==> src/hdl/dlc_pkg.sv <==
`timescale 1ns / 1ps
`default_nettype none

package dlc_pkg;

  localparam int MAX_NODES = 16;
  localparam int MAX_EDGES = 32;
  localparam int NODE_W    = $clog2(MAX_NODES);
  localparam int EIDX_W    = $clog2(MAX_EDGES);
  localparam int NCNT_W    = $clog2(MAX_NODES + 1);
  localparam int ECNT_W    = $clog2(MAX_EDGES + 1);
  localparam int LAT_W     = 20;
  localparam int VAL_W     = 24;
  localparam int KIND_W    = 3;

  typedef enum logic [1:0] {
    ACT_NODE = 2'd0,
    ACT_EDGE = 2'd1,
    ACT_COMP = 2'd2,
    ACT_NONE = 2'd3
  } action_e;

  typedef enum logic [KIND_W-1:0] {
    K_NODE   = 3'd0,
    K_EDGE   = 3'd1,
    K_DELAY  = 3'd2,
    K_DOMAIN = 3'd3,
    K_OVER   = 3'd4,
    K_ERROR  = 3'd5
  } kind_e;

  localparam logic [VAL_W-1:0] ERR_UNKNOWN    = 24'd0;
  localparam logic [VAL_W-1:0] ERR_NODES_FULL = 24'd1;
  localparam logic [VAL_W-1:0] ERR_EDGES_FULL = 24'd2;

  typedef enum logic [3:0] {
    EM_NODE,
    EM_ERR_UNKNOWN,
    EM_ERR_NODES,
    EM_ERR_EDGES,
    EM_EDGE_REJ,
    EM_EDGE_ACC,
    EM_DELAY,
    EM_DOMAIN,
    EM_OVER
  } emit_sel_e;

  typedef enum logic [3:0] {
    ST_IDLE,
    ST_DECODE,
    ST_MARK,
    ST_EDGE_DEC,
    ST_ARR_NODE,
    ST_ARR_EDGE,
    ST_ARR_WR,
    ST_OUT_NODE,
    ST_OUT_MAX,
    ST_OUT_DLY,
    ST_OUT_TAIL,
    ST_FLUSH
  } state_e;

  typedef struct packed {
    logic      ld_in;
    logic      emit;
    emit_sel_e sel;
    logic      node_wr;
    logic      edge_wr;
    logic      mark_init;
    logic      mark_step;
    logic      arr_clr;
    logic      arr_wr;
    logic      best_clr;
    logic      best_acc;
    logic      e_clr;
    logic      e_inc;
    logic      v_clr;
    logic      v_inc;
    logic      pass_clr;
    logic      pass_inc;
    logic      flush;
  } cmd_t;

  typedef struct packed {
    action_e action;
    logic    from_bad;
    logic    to_bad;
    logic    self_loop;
    logic    nodes_full;
    logic    edges_full;
    logic    edges_none;
    logic    e_last;
    logic    v_last;
    logic    mark_pass_last;
    logic    arr_pass_last;
    logic    mark_v;
    logic    mark_to;
    logic    dly_hit;
    logic    is_target;
    logic    cap_exceeded;
    logic    emit_ok;
    logic    pend_v;
  } sts_t;

  typedef struct packed {
    logic                last;
    logic [VAL_W-1:0]    value;
    logic [NODE_W-1:0]   node_b;
    logic [NODE_W-1:0]   node_a;
    logic [KIND_W-1:0]   kind;
  } res_t;

endpackage

`default_nettype wire

==> src/hdl/dlc_ctrl.sv <==
`timescale 1ns / 1ps
`default_nettype none

module dlc_ctrl (
  input  wire logic          clk_i,
  input  wire logic          rst_ni,
  input  wire logic          in_valid_i,
  output logic               in_ready_o,
  input  wire dlc_pkg::sts_t sts_i,
  output dlc_pkg::cmd_t      cmd_o
);

  dlc_pkg::state_e state_q, state_d;

  always_ff @(posedge clk_i or negedge rst_ni) begin
    if (!rst_ni) begin
      state_q <= dlc_pkg::ST_IDLE;
    end else begin
      state_q <= state_d;
    end
  end

  // leaving the mark sweep / arrival sweep
  logic mark_done, arr_done, tail_need;
  assign mark_done = sts_i.edges_none || (sts_i.e_last && sts_i.mark_pass_last);
  assign arr_done  = sts_i.v_last && sts_i.arr_pass_last;
  assign tail_need = sts_i.is_target || sts_i.cap_exceeded;

  always_comb begin
    state_d = state_q;
    case (state_q)
      dlc_pkg::ST_IDLE: begin
        if (in_valid_i) state_d = dlc_pkg::ST_DECODE;
      end
      dlc_pkg::ST_DECODE: begin
        case (sts_i.action)
          dlc_pkg::ACT_NODE: begin
            if (sts_i.emit_ok) state_d = dlc_pkg::ST_FLUSH;
          end
          dlc_pkg::ACT_EDGE: begin
            if (sts_i.from_bad || sts_i.to_bad || sts_i.self_loop) begin
              if (sts_i.emit_ok) state_d = dlc_pkg::ST_FLUSH;
            end else begin
              state_d = dlc_pkg::ST_MARK;
            end
          end
          dlc_pkg::ACT_COMP: begin
            if (sts_i.from_bad) begin
              if (sts_i.emit_ok) state_d = dlc_pkg::ST_FLUSH;
            end else begin
              state_d = dlc_pkg::ST_MARK;
            end
          end
          default: state_d = dlc_pkg::ST_IDLE;
        endcase
      end
      dlc_pkg::ST_MARK: begin
        if (mark_done) begin
          state_d = (sts_i.action == dlc_pkg::ACT_EDGE) ? dlc_pkg::ST_EDGE_DEC
                                                        : dlc_pkg::ST_ARR_NODE;
        end
      end
      dlc_pkg::ST_EDGE_DEC: begin
        if (sts_i.emit_ok) state_d = dlc_pkg::ST_FLUSH;
      end
      dlc_pkg::ST_ARR_NODE: begin
        if (sts_i.mark_v) begin
          state_d = sts_i.edges_none ? dlc_pkg::ST_ARR_WR : dlc_pkg::ST_ARR_EDGE;
        end else if (arr_done) begin
          state_d = dlc_pkg::ST_OUT_NODE;
        end
      end
      dlc_pkg::ST_ARR_EDGE: begin
        if (sts_i.e_last) state_d = dlc_pkg::ST_ARR_WR;
      end
      dlc_pkg::ST_ARR_WR: begin
        state_d = arr_done ? dlc_pkg::ST_OUT_NODE : dlc_pkg::ST_ARR_NODE;
      end
      dlc_pkg::ST_OUT_NODE: begin
        if (sts_i.mark_v) begin
          state_d = sts_i.edges_none ? dlc_pkg::ST_OUT_TAIL : dlc_pkg::ST_OUT_MAX;
        end else if (sts_i.v_last) begin
          state_d = dlc_pkg::ST_FLUSH;
        end
      end
      dlc_pkg::ST_OUT_MAX: begin
        if (sts_i.e_last) state_d = dlc_pkg::ST_OUT_DLY;
      end
      dlc_pkg::ST_OUT_DLY: begin
        if ((!sts_i.dly_hit || sts_i.emit_ok) && sts_i.e_last) begin
          state_d = dlc_pkg::ST_OUT_TAIL;
        end
      end
      dlc_pkg::ST_OUT_TAIL: begin
        if (!tail_need || sts_i.emit_ok) begin
          state_d = sts_i.v_last ? dlc_pkg::ST_FLUSH : dlc_pkg::ST_OUT_NODE;
        end
      end
      dlc_pkg::ST_FLUSH: begin
        if (!sts_i.pend_v) state_d = dlc_pkg::ST_IDLE;
      end
      default: state_d = dlc_pkg::ST_IDLE;
    endcase
  end

  always_comb begin
    cmd_o      = '0;
    cmd_o.sel  = dlc_pkg::EM_NODE;
    in_ready_o = 1'b0;
    case (state_q)
      dlc_pkg::ST_IDLE: begin
        in_ready_o  = 1'b1;
        cmd_o.ld_in = in_valid_i;
      end
      dlc_pkg::ST_DECODE: begin
        case (sts_i.action)
          dlc_pkg::ACT_NODE: begin
            cmd_o.emit    = sts_i.emit_ok;
            cmd_o.sel     = sts_i.nodes_full ? dlc_pkg::EM_ERR_NODES : dlc_pkg::EM_NODE;
            cmd_o.node_wr = sts_i.emit_ok && !sts_i.nodes_full;
          end
          dlc_pkg::ACT_EDGE: begin
            if (sts_i.from_bad || sts_i.to_bad) begin
              cmd_o.emit = sts_i.emit_ok;
              cmd_o.sel  = dlc_pkg::EM_ERR_UNKNOWN;
            end else if (sts_i.self_loop) begin
              cmd_o.emit = sts_i.emit_ok;
              cmd_o.sel  = dlc_pkg::EM_EDGE_REJ;
            end else begin
              cmd_o.mark_init = 1'b1;
              cmd_o.e_clr     = 1'b1;
              cmd_o.pass_clr  = 1'b1;
            end
          end
          dlc_pkg::ACT_COMP: begin
            if (sts_i.from_bad) begin
              cmd_o.emit = sts_i.emit_ok;
              cmd_o.sel  = dlc_pkg::EM_ERR_UNKNOWN;
            end else begin
              cmd_o.mark_init = 1'b1;
              cmd_o.e_clr     = 1'b1;
              cmd_o.pass_clr  = 1'b1;
            end
          end
          default: ;
        endcase
      end
      dlc_pkg::ST_MARK: begin
        if (!sts_i.edges_none) begin
          cmd_o.mark_step = 1'b1;
          cmd_o.e_inc     = 1'b1;
          cmd_o.pass_inc  = sts_i.e_last;
        end
        if (mark_done) begin
          cmd_o.arr_clr  = 1'b1;
          cmd_o.v_clr    = 1'b1;
          cmd_o.pass_clr = 1'b1;
        end
      end
      dlc_pkg::ST_EDGE_DEC: begin
        cmd_o.emit = sts_i.emit_ok;
        if (sts_i.mark_to) begin
          cmd_o.sel = dlc_pkg::EM_EDGE_REJ;
        end else if (sts_i.edges_full) begin
          cmd_o.sel = dlc_pkg::EM_ERR_EDGES;
        end else begin
          cmd_o.sel     = dlc_pkg::EM_EDGE_ACC;
          cmd_o.edge_wr = sts_i.emit_ok;
        end
      end
      dlc_pkg::ST_ARR_NODE: begin
        if (sts_i.mark_v) begin
          cmd_o.best_clr = 1'b1;
          cmd_o.e_clr    = 1'b1;
        end else begin
          cmd_o.v_inc    = 1'b1;
          cmd_o.pass_inc = sts_i.v_last;
        end
      end
      dlc_pkg::ST_ARR_EDGE: begin
        cmd_o.best_acc = 1'b1;
        cmd_o.e_inc    = 1'b1;
      end
      dlc_pkg::ST_ARR_WR: begin
        cmd_o.arr_wr   = 1'b1;
        cmd_o.v_inc    = 1'b1;
        cmd_o.pass_inc = sts_i.v_last;
      end
      dlc_pkg::ST_OUT_NODE: begin
        if (sts_i.mark_v) begin
          cmd_o.best_clr = 1'b1;
          cmd_o.e_clr    = 1'b1;
        end else begin
          cmd_o.v_inc = 1'b1;
        end
      end
      dlc_pkg::ST_OUT_MAX: begin
        cmd_o.best_acc = 1'b1;
        cmd_o.e_inc    = 1'b1;
      end
      dlc_pkg::ST_OUT_DLY: begin
        cmd_o.sel = dlc_pkg::EM_DELAY;
        if (sts_i.dly_hit) begin
          cmd_o.emit  = sts_i.emit_ok;
          cmd_o.e_inc = sts_i.emit_ok;
        end else begin
          cmd_o.e_inc = 1'b1;
        end
      end
      dlc_pkg::ST_OUT_TAIL: begin
        cmd_o.sel = sts_i.is_target ? dlc_pkg::EM_DOMAIN : dlc_pkg::EM_OVER;
        if (!tail_need || sts_i.emit_ok) begin
          cmd_o.emit  = tail_need;
          cmd_o.v_inc = 1'b1;
        end
      end
      dlc_pkg::ST_FLUSH: begin
        cmd_o.flush = 1'b1;
      end
      default: ;
    endcase
  end

endmodule

`default_nettype wire

==> src/hdl/dlc_dp.sv <==
`timescale 1ns / 1ps
`default_nettype none

module dlc_dp (
  input  wire logic                         clk_i,
  input  wire logic                         rst_ni,
  input  wire dlc_pkg::cmd_t                cmd_i,
  output dlc_pkg::sts_t                     sts_o,
  input  wire logic [1:0]                   action_i,
  input  wire logic [dlc_pkg::NODE_W-1:0]   from_node_i,
  input  wire logic [dlc_pkg::NODE_W-1:0]   to_node_i,
  input  wire logic [dlc_pkg::LAT_W-1:0]    latency_i,
  input  wire logic [dlc_pkg::VAL_W-1:0]    cap_i,
  output logic                              res_valid_o,
  input  wire logic                         res_ready_i,
  output dlc_pkg::res_t                     res_o
);

  // latched item
  dlc_pkg::action_e                action_q;
  logic [dlc_pkg::NODE_W-1:0]      from_q, to_q;
  logic [dlc_pkg::LAT_W-1:0]       lat_in_q;
  logic [dlc_pkg::VAL_W-1:0]       cap_q;

  // graph tables
  logic [dlc_pkg::NCNT_W-1:0]      nc_q;
  logic [dlc_pkg::ECNT_W-1:0]      ec_q;
  logic [dlc_pkg::LAT_W-1:0]       lat_q [dlc_pkg::MAX_NODES];
  logic [dlc_pkg::NODE_W-1:0]      src_q [dlc_pkg::MAX_EDGES];
  logic [dlc_pkg::NODE_W-1:0]      dst_q [dlc_pkg::MAX_EDGES];
  logic [dlc_pkg::VAL_W-1:0]       arr_q [dlc_pkg::MAX_NODES];
  logic [dlc_pkg::MAX_NODES-1:0]   mark_q;

  // walk counters
  logic [dlc_pkg::EIDX_W-1:0]      e_q;
  logic [dlc_pkg::NODE_W-1:0]      v_q;
  logic [dlc_pkg::NCNT_W-1:0]      pass_q;
  logic [dlc_pkg::VAL_W-1:0]       best_q;

  // pending result and output register
  logic                            pend_v_q, pend_v_d;
  dlc_pkg::res_t                   pend_q;
  logic                            out_v_q, out_v_d;
  dlc_pkg::res_t                   out_q;

  logic [dlc_pkg::NODE_W-1:0]      src_e, dst_e;
  logic [dlc_pkg::VAL_W-1:0]       arr_src;
  logic [dlc_pkg::LAT_W-1:0]       lat_v;
  logic [dlc_pkg::VAL_W:0]         sum;
  logic [dlc_pkg::VAL_W-1:0]       sat_sum;
  logic                            hit, out_free, e_last, v_last;
  dlc_pkg::res_t                   new_res;

  assign src_e   = src_q[e_q];
  assign dst_e   = dst_q[e_q];
  assign arr_src = arr_q[src_e];
  assign lat_v   = lat_q[v_q];
  assign sum     = {{(dlc_pkg::VAL_W - dlc_pkg::LAT_W + 1){1'b0}}, lat_v} + {1'b0, best_q};
  assign sat_sum = sum[dlc_pkg::VAL_W] ? {dlc_pkg::VAL_W{1'b1}} : sum[dlc_pkg::VAL_W-1:0];
  assign hit     = (dst_e == v_q) && mark_q[src_e];
  assign out_free = !out_v_q || res_ready_i;
  assign e_last  = {1'b0, e_q} == ec_q - dlc_pkg::ECNT_W'(1);
  assign v_last  = {1'b0, v_q} == nc_q - dlc_pkg::NCNT_W'(1);

  always_comb begin
    sts_o.action         = action_q;
    sts_o.from_bad       = {1'b0, from_q} >= nc_q;
    sts_o.to_bad         = {1'b0, to_q} >= nc_q;
    sts_o.self_loop      = from_q == to_q;
    sts_o.nodes_full     = nc_q == dlc_pkg::NCNT_W'(dlc_pkg::MAX_NODES);
    sts_o.edges_full     = ec_q == dlc_pkg::ECNT_W'(dlc_pkg::MAX_EDGES);
    sts_o.edges_none     = ec_q == '0;
    sts_o.e_last         = e_last;
    sts_o.v_last         = v_last;
    sts_o.mark_pass_last = pass_q == nc_q - dlc_pkg::NCNT_W'(1);
    sts_o.arr_pass_last  = pass_q == nc_q;
    sts_o.mark_v         = mark_q[v_q];
    sts_o.mark_to        = mark_q[to_q];
    sts_o.dly_hit        = hit;
    sts_o.is_target      = v_q == from_q;
    sts_o.cap_exceeded   = sat_sum > cap_q;
    sts_o.emit_ok        = !pend_v_q || out_free;
    sts_o.pend_v         = pend_v_q;
  end

  always_comb begin
    new_res      = '0;
    new_res.kind = dlc_pkg::K_ERROR;
    case (cmd_i.sel)
      dlc_pkg::EM_NODE: begin
        new_res.kind   = dlc_pkg::K_NODE;
        new_res.node_a = nc_q[dlc_pkg::NODE_W-1:0];
      end
      dlc_pkg::EM_ERR_UNKNOWN: new_res.value = dlc_pkg::ERR_UNKNOWN;
      dlc_pkg::EM_ERR_NODES:   new_res.value = dlc_pkg::ERR_NODES_FULL;
      dlc_pkg::EM_ERR_EDGES:   new_res.value = dlc_pkg::ERR_EDGES_FULL;
      dlc_pkg::EM_EDGE_REJ, dlc_pkg::EM_EDGE_ACC: begin
        new_res.kind   = dlc_pkg::K_EDGE;
        new_res.node_a = from_q;
        new_res.node_b = to_q;
        new_res.value  = dlc_pkg::VAL_W'(cmd_i.sel == dlc_pkg::EM_EDGE_ACC);
      end
      dlc_pkg::EM_DELAY: begin
        new_res.kind   = dlc_pkg::K_DELAY;
        new_res.node_a = src_e;
        new_res.node_b = v_q;
        new_res.value  = best_q - arr_src;
      end
      dlc_pkg::EM_DOMAIN: begin
        new_res.kind   = dlc_pkg::K_DOMAIN;
        new_res.node_a = v_q;
        new_res.value  = best_q;
      end
      dlc_pkg::EM_OVER: begin
        new_res.kind   = dlc_pkg::K_OVER;
        new_res.node_a = v_q;
      end
      default: ;
    endcase
  end

  always_comb begin
    pend_v_d = pend_v_q;
    out_v_d  = out_v_q && !res_ready_i;
    if (cmd_i.emit) begin
      pend_v_d = 1'b1;
      if (pend_v_q) out_v_d = 1'b1;
    end else if (cmd_i.flush && pend_v_q && out_free) begin
      pend_v_d = 1'b0;
      out_v_d  = 1'b1;
    end
  end

  always_ff @(posedge clk_i or negedge rst_ni) begin
    if (!rst_ni) begin
      nc_q     <= '0;
      ec_q     <= '0;
      e_q      <= '0;
      v_q      <= '0;
      pass_q   <= '0;
      mark_q   <= '0;
      pend_v_q <= 1'b0;
      out_v_q  <= 1'b0;
    end else begin
      pend_v_q <= pend_v_d;
      out_v_q  <= out_v_d;
      if (cmd_i.node_wr) nc_q <= nc_q + dlc_pkg::NCNT_W'(1);
      if (cmd_i.edge_wr) ec_q <= ec_q + dlc_pkg::ECNT_W'(1);
      if (cmd_i.mark_init) begin
        mark_q <= dlc_pkg::MAX_NODES'(1) << from_q;
      end else if (cmd_i.mark_step && mark_q[dst_e]) begin
        mark_q[src_e] <= 1'b1;
      end
      if (cmd_i.e_clr) begin
        e_q <= '0;
      end else if (cmd_i.e_inc) begin
        e_q <= e_last ? '0 : e_q + dlc_pkg::EIDX_W'(1);
      end
      if (cmd_i.v_clr) begin
        v_q <= '0;
      end else if (cmd_i.v_inc) begin
        v_q <= v_last ? '0 : v_q + dlc_pkg::NODE_W'(1);
      end
      if (cmd_i.pass_clr) begin
        pass_q <= '0;
      end else if (cmd_i.pass_inc) begin
        pass_q <= pass_q + dlc_pkg::NCNT_W'(1);
      end
    end
  end

  always_ff @(posedge clk_i) begin
    if (cmd_i.ld_in) begin
      action_q <= dlc_pkg::action_e'(action_i);
      from_q   <= from_node_i;
      to_q     <= to_node_i;
      lat_in_q <= latency_i;
      cap_q    <= cap_i;
    end
    if (cmd_i.node_wr) lat_q[nc_q[dlc_pkg::NODE_W-1:0]] <= lat_in_q;
    if (cmd_i.edge_wr) begin
      src_q[ec_q[dlc_pkg::EIDX_W-1:0]] <= from_q;
      dst_q[ec_q[dlc_pkg::EIDX_W-1:0]] <= to_q;
    end
    if (cmd_i.arr_clr) begin
      for (int i = 0; i < dlc_pkg::MAX_NODES; i++) arr_q[i] <= '0;
    end else if (cmd_i.arr_wr) begin
      arr_q[v_q] <= sat_sum;
    end
    if (cmd_i.best_clr) begin
      best_q <= '0;
    end else if (cmd_i.best_acc && hit && (arr_src > best_q)) begin
      best_q <= arr_src;
    end
    if (cmd_i.emit) begin
      pend_q <= new_res;
      if (pend_v_q) out_q <= pend_q;
    end else if (cmd_i.flush && pend_v_q && out_free) begin
      out_q      <= pend_q;
      out_q.last <= 1'b1;
    end
  end

  assign res_valid_o = out_v_q;
  assign res_o       = out_q;

endmodule

`default_nettype wire

==> src/hdl/dag_latency_compensation.sv <==
// Add node ends at decode; add edge runs a mark sweep; compensate runs a mark sweep,
//   arrival sweeps and a result walk. Results can stall on m_axis_tready back-pressure.
// One item at a time: the next is accepted after the last result loads; the walks
//   go one edge or node per cycle when not stalled, through one shared compare/add unit.
// Reset: node and edge counts cleared; latency and edge tables hold no value until written.
`timescale 1ns / 1ps
`default_nettype none

module dag_latency_compensation (
  input  wire logic        clk_i,
  input  wire logic        rst_ni,
  // item in
  input  wire logic        s_axis_tvalid,
  output logic             s_axis_tready,
  input  wire logic [55:0] s_axis_tdata,  // from_node[3:0], to_node[7:4], latency[27:8],
                                          // cap[51:28], zero pad[55:52]
  input  wire logic [1:0]  s_axis_tuser,  // action[1:0]
  // result out
  output logic             m_axis_tvalid,
  input  wire logic        m_axis_tready,
  output logic [31:0]      m_axis_tdata,  // node_a[3:0], node_b[7:4], value[31:8]
  output logic [2:0]       m_axis_tuser,  // kind[2:0]
  output logic             m_axis_tlast   // last result of an item
);

  dlc_pkg::cmd_t cmd;
  dlc_pkg::sts_t sts;
  dlc_pkg::res_t res;

  // sequencer: decode, mark sweep, arrival sweeps, result walk
  dlc_ctrl u_ctrl (
    .clk_i      (clk_i),
    .rst_ni     (rst_ni),
    .in_valid_i (s_axis_tvalid),
    .in_ready_o (s_axis_tready),
    .sts_i      (sts),
    .cmd_o      (cmd)
  );

  // tables, walk counters, one compare/add unit, held result plus output register
  dlc_dp u_dp (
    .clk_i       (clk_i),
    .rst_ni      (rst_ni),
    .cmd_i       (cmd),
    .sts_o       (sts),
    .action_i    (s_axis_tuser),
    .from_node_i (s_axis_tdata[3:0]),
    .to_node_i   (s_axis_tdata[7:4]),
    .latency_i   (s_axis_tdata[27:8]),
    .cap_i       (s_axis_tdata[51:28]),
    .res_valid_o (m_axis_tvalid),
    .res_ready_i (m_axis_tready),
    .res_o       (res)
  );

  // one result is held back so the final one can carry tlast
  assign m_axis_tdata = {res.value, res.node_b, res.node_a};
  assign m_axis_tuser = res.kind;
  assign m_axis_tlast = res.last;

endmodule

`default_nettype wire
==> config.mk <==
export PLATFORM = sky130hd
export DESIGN_NAME = dag_latency_compensation
export DESIGN_NICKNAME = d
export VERILOG_FILES = /design/src/hdl/dlc_pkg.sv /design/src/hdl/dlc_ctrl.sv /design/src/hdl/dlc_dp.sv /design/src/hdl/dag_latency_compensation.sv
export SDC_FILE = /design/constraint.sdc
export NUM_CORES = 2
export LEC_CHECK = 0
export ABC_AREA = 1
export BUFFER_PORTS_ARGS = -buffer_cell sky130_fd_sc_hd__buf_4
export CAP_MARGIN = 40
export CORE_AREA = 2 2 462 464
export DETAILED_ROUTE_END_ITERATION = 7
export DIE_AREA = 0 0 464 466
export HOLD_SLACK_MARGIN = 0.06
export PLACE_DENSITY = 0.48
export SYNTH_ARGS = -nofsm -noshare
export SYNTH_HDL_FRONTEND = slang
export SYNTH_SLANG_ARGS = --single-unit
==> constraint.sdc <==
create_clock -name clk_i -period 6.69 [get_ports clk_i]
set_clock_uncertainty 0.05 [all_clocks]
set_input_delay 2.007 -clock clk_i [delete_from_list [all_inputs] [get_ports clk_i]]
set_output_delay 2.007 -clock clk_i [all_outputs]
set_load 0.05 [all_outputs]
==> metrics.cfg <==
[synthesis]
synth_ff_type = edfxtp_1
syn_nets = 5339
synth.avg_cell_area_um2 = 10.16
synth_area_um2 = 52640
post-synth-top-area-cell = edfxtp_1
synth_edf_count = 1085
ys_ff_latch = 1156
ys_seq_area_frac = 0.6504
yosysUniqueCellTypes = 52
async_flop_share = 0.04066
netlist_instances = 5180
synth_area_leaders = edfxtp_1 (62%), nand2_1 (10%), nor2_1 (4.4%)
yosysWarnings = 0
yosysTopAreaCellShare = 0.6189

[routing]
vias = 37820
drt-total-wl_um = 168000
drtPass1Iterations = 6
antenna_left = 0
remaining_drc_errors = 0
viasPerCell = 4.568
routedWlPerCell_um = 20.29
drt-initial-drc-count = 3565

[setup_path]
slowest_delay_ns = 0.52
cp-endpoint = u_dp.res_o[25]
cp.arrival_ns = 6.76
path_max_fanout = 41
rr_worst_depth = 31
path_common_cell = nand2_1
cp.buffers_inverters = 8
regToRegSetupSlack_ns = 0.33
path_class = flip-flop to flip-flop
worstPathRequired_ns = 7.09
start_kind = flip-flop
crit_slowest_cell = ha_1
critical_path_cell_count = 31
crit_family = simple AND/OR/NAND/NOR gates
crit_path_end_kind = flip-flop
rr_endpoint = u_dp.res_o[25]
cp-startpoint = u_dp.v_q[0]
r2r-start = u_dp.v_q[0]

[pwr]
p_leak_nw = 23.99
powerDensity_nw_per_um2 = 239.9
peakVddDrop_v = 0.0001697

[layout]
mostFrequentLayoutCells = nand2_1 (1394), edfxtp_1 (1085), nor2_1 (600), inv_1 (428), o21ai_0 (359)
synthToLayoutAreaGrowth_pct = 17.47
layout_commonest_cell = nand2_1
drive_gt1_frac = 0.1031
stdcell_count = 8281
layout.nets = 5514
fillCellCount = 21790

[grt]
met3_usage = 0.02260
track_usage = 0.1517
grt_first_pass_wirelength_um = 246000
grt_pass1_vias = 36400
grt_util_met1 = 0.2059
use_met2 = 0.2480
top_usage_layer = met2
grt_antenna_before_repair = 4
grt_overflow_total = 0
grt_max_degree = 75

[sta]
period_minus_slack_ns = 6.361
hold_violations = 0
tightest_slew_ns = 0.8938
slew_violations = 0
fin_tns_setup_ns = 0
setup_viol = 0
fin_ws_ns = 0.3294
slew_headroom = 0.4019
rsz0062_at_grt = no
fmax_mhz = 157.2
fin_crit_sh = 0.9508

[die]
die_h_um = 466
ios = 100
core_um2 = 211200
core.rowCount = 169
initial_core_util = 0.2492
die_area_um2 = 216200
die_w_um = 464

[clocking]
cts-htree-levels = 4
cts_sinks = 1156
cts_buffers = 135
cts_buffer_depth = 3
clock_latency_ns = 0.79
cts_tree = done
ctsHoldBuffers = 0
path_clk_slew_ns = 0.06
root_buffer = clkbuf_16

[placement]
io_buffer_count = 95
place.gp.congestion = 0.8699
pre_cts_ws_ns = 0.3161
hpwl_um = 109100
dp_cells = 8039

[hold_path]
hold_path_class = flip-flop to flip-flop

[run_status]
outcome = completed

[job]
drv_cap = 0

==> report_power, final <==
| part | internal, mW | switching, mW |
|---|---|---|
| Sequential | 7.80 | 0.0000000000000000155 |
| Clock | 3.94 | 3.07 |
| Combinational | 0.0208 | 0.0139 |
==> through the flow <==
stage	instance area (um2)	utilization	hold slack, ns	total power, mW
after floorplan	52640	-	0.3503	7.948
after global placement	57540	0.2724	0.3557	7.984
after detailed placement	57680	0.2730	0.3556	7.984
after CTS	61800	0.2925	0.3708	15.00
after global routing	61840	0.2928	0.3740	15.27
final	61840	0.2928	0.3668	14.84
==> area by class of cell <==
class | count | area [um2] | share of cell area
antenna | 1 | 2.502 | 0.00004046
clock buffer | 178 | 3560 | 0.05756
clock inverter | 63 | 563.0 | 0.009105
inverter | 446 | 1684 | 0.02723
multi-input combinational | 3307 | 15650 | 0.2530
sequential | 1156 | 34250 | 0.5538
tap | 2821 | 3530 | 0.05708
timing repair buffer | 309 | 2610 | 0.04220
==> worst reg2reg max path: cells and delay by family, from the launching register on <==
| kind | cells | cell delay, ns |
|---|---|---|
| compound gates | 7 | 1.09 |
| fa+ha+maj | 2 | 0.82 |
| flops | 1 | 0.50 |
| simple gates | 14 | 2.21 |
| buf+inv | 8 | 1.35 |
==> synthesized netlist by cell type, types with 21 or more instances <==
library cell and number:
nand2_1 1397, edfxtp_1 1085, nor2_1 623, inv_1 430, o21ai_0 360, nand3_1 299
clkbuf_1 174, a21oi_1 148, o22ai_1 104, ha_1 95, nand4_1 83, buf_2 62
xor2_1 50, dfrtp_1 47, dfxtp_1 24, nor3_1 21, xnor2_1 21
==> per-layer routing <==
metal  up-vias  share of wire
li1      17960              -
met2      1064           0.47
met1     18560           0.45
met5         -       0.000060
met3       235          0.053
met4         2          0.028
==> state kept, by name, summed over array words and instances (netlist names), 6 cells and up <==
signal,flops
u_dp.lat_in_q,20
u_dp.src_q,128
u_dp.arr_q,384
u_dp.ec_q,6
u_dp.mark_q,16
u_dp.res_o,36
u_dp.dst_q,128
u_dp.lat_q,320
u_dp.pend_q,35
u_dp.best_q,24
u_dp.cap_q,24
==> cell families after synthesis <==
| logic type | count (synthesis) | synth area share |
|---|---|---|
| adders and majority gates | 97 | 0.02334 |
| AOI/OAI and AO/OA | 687 | 0.07113 |
| xor gates and xnor gates | 71 | 0.01181 |
| and+or+nand+nor | 2452 | 0.1883 |
| DFF | 1156 | 0.6504 |
| buffers and inverters | 717 | 0.05504 |
==> repair_timing <==
action	in CTS	in global routing
resized for setup	0	9
setup buffers	0	0
setup endpoints to repair	0	100
==> worst min path at each step <==
stage	from	to	slack [ns]	cells after the start
CTS	u_dp.pend_q[2]	u_dp.res_o[2]	0.37	0
finish	u_dp.pend_q[2]	u_dp.res_o[2]	0.37	0
global placement	u_dp.pend_q[24]	u_dp.res_o[24]	0.36	0
global route	u_dp.pend_q[2]	u_dp.res_o[2]	0.37	0
floorplan	u_dp.pend_q[0]	u_dp.res_o[0]	0.35	0
detailed placement	u_dp.pend_q[24]	u_dp.res_o[24]	0.36	0
(Power assumes the default switching activity.)
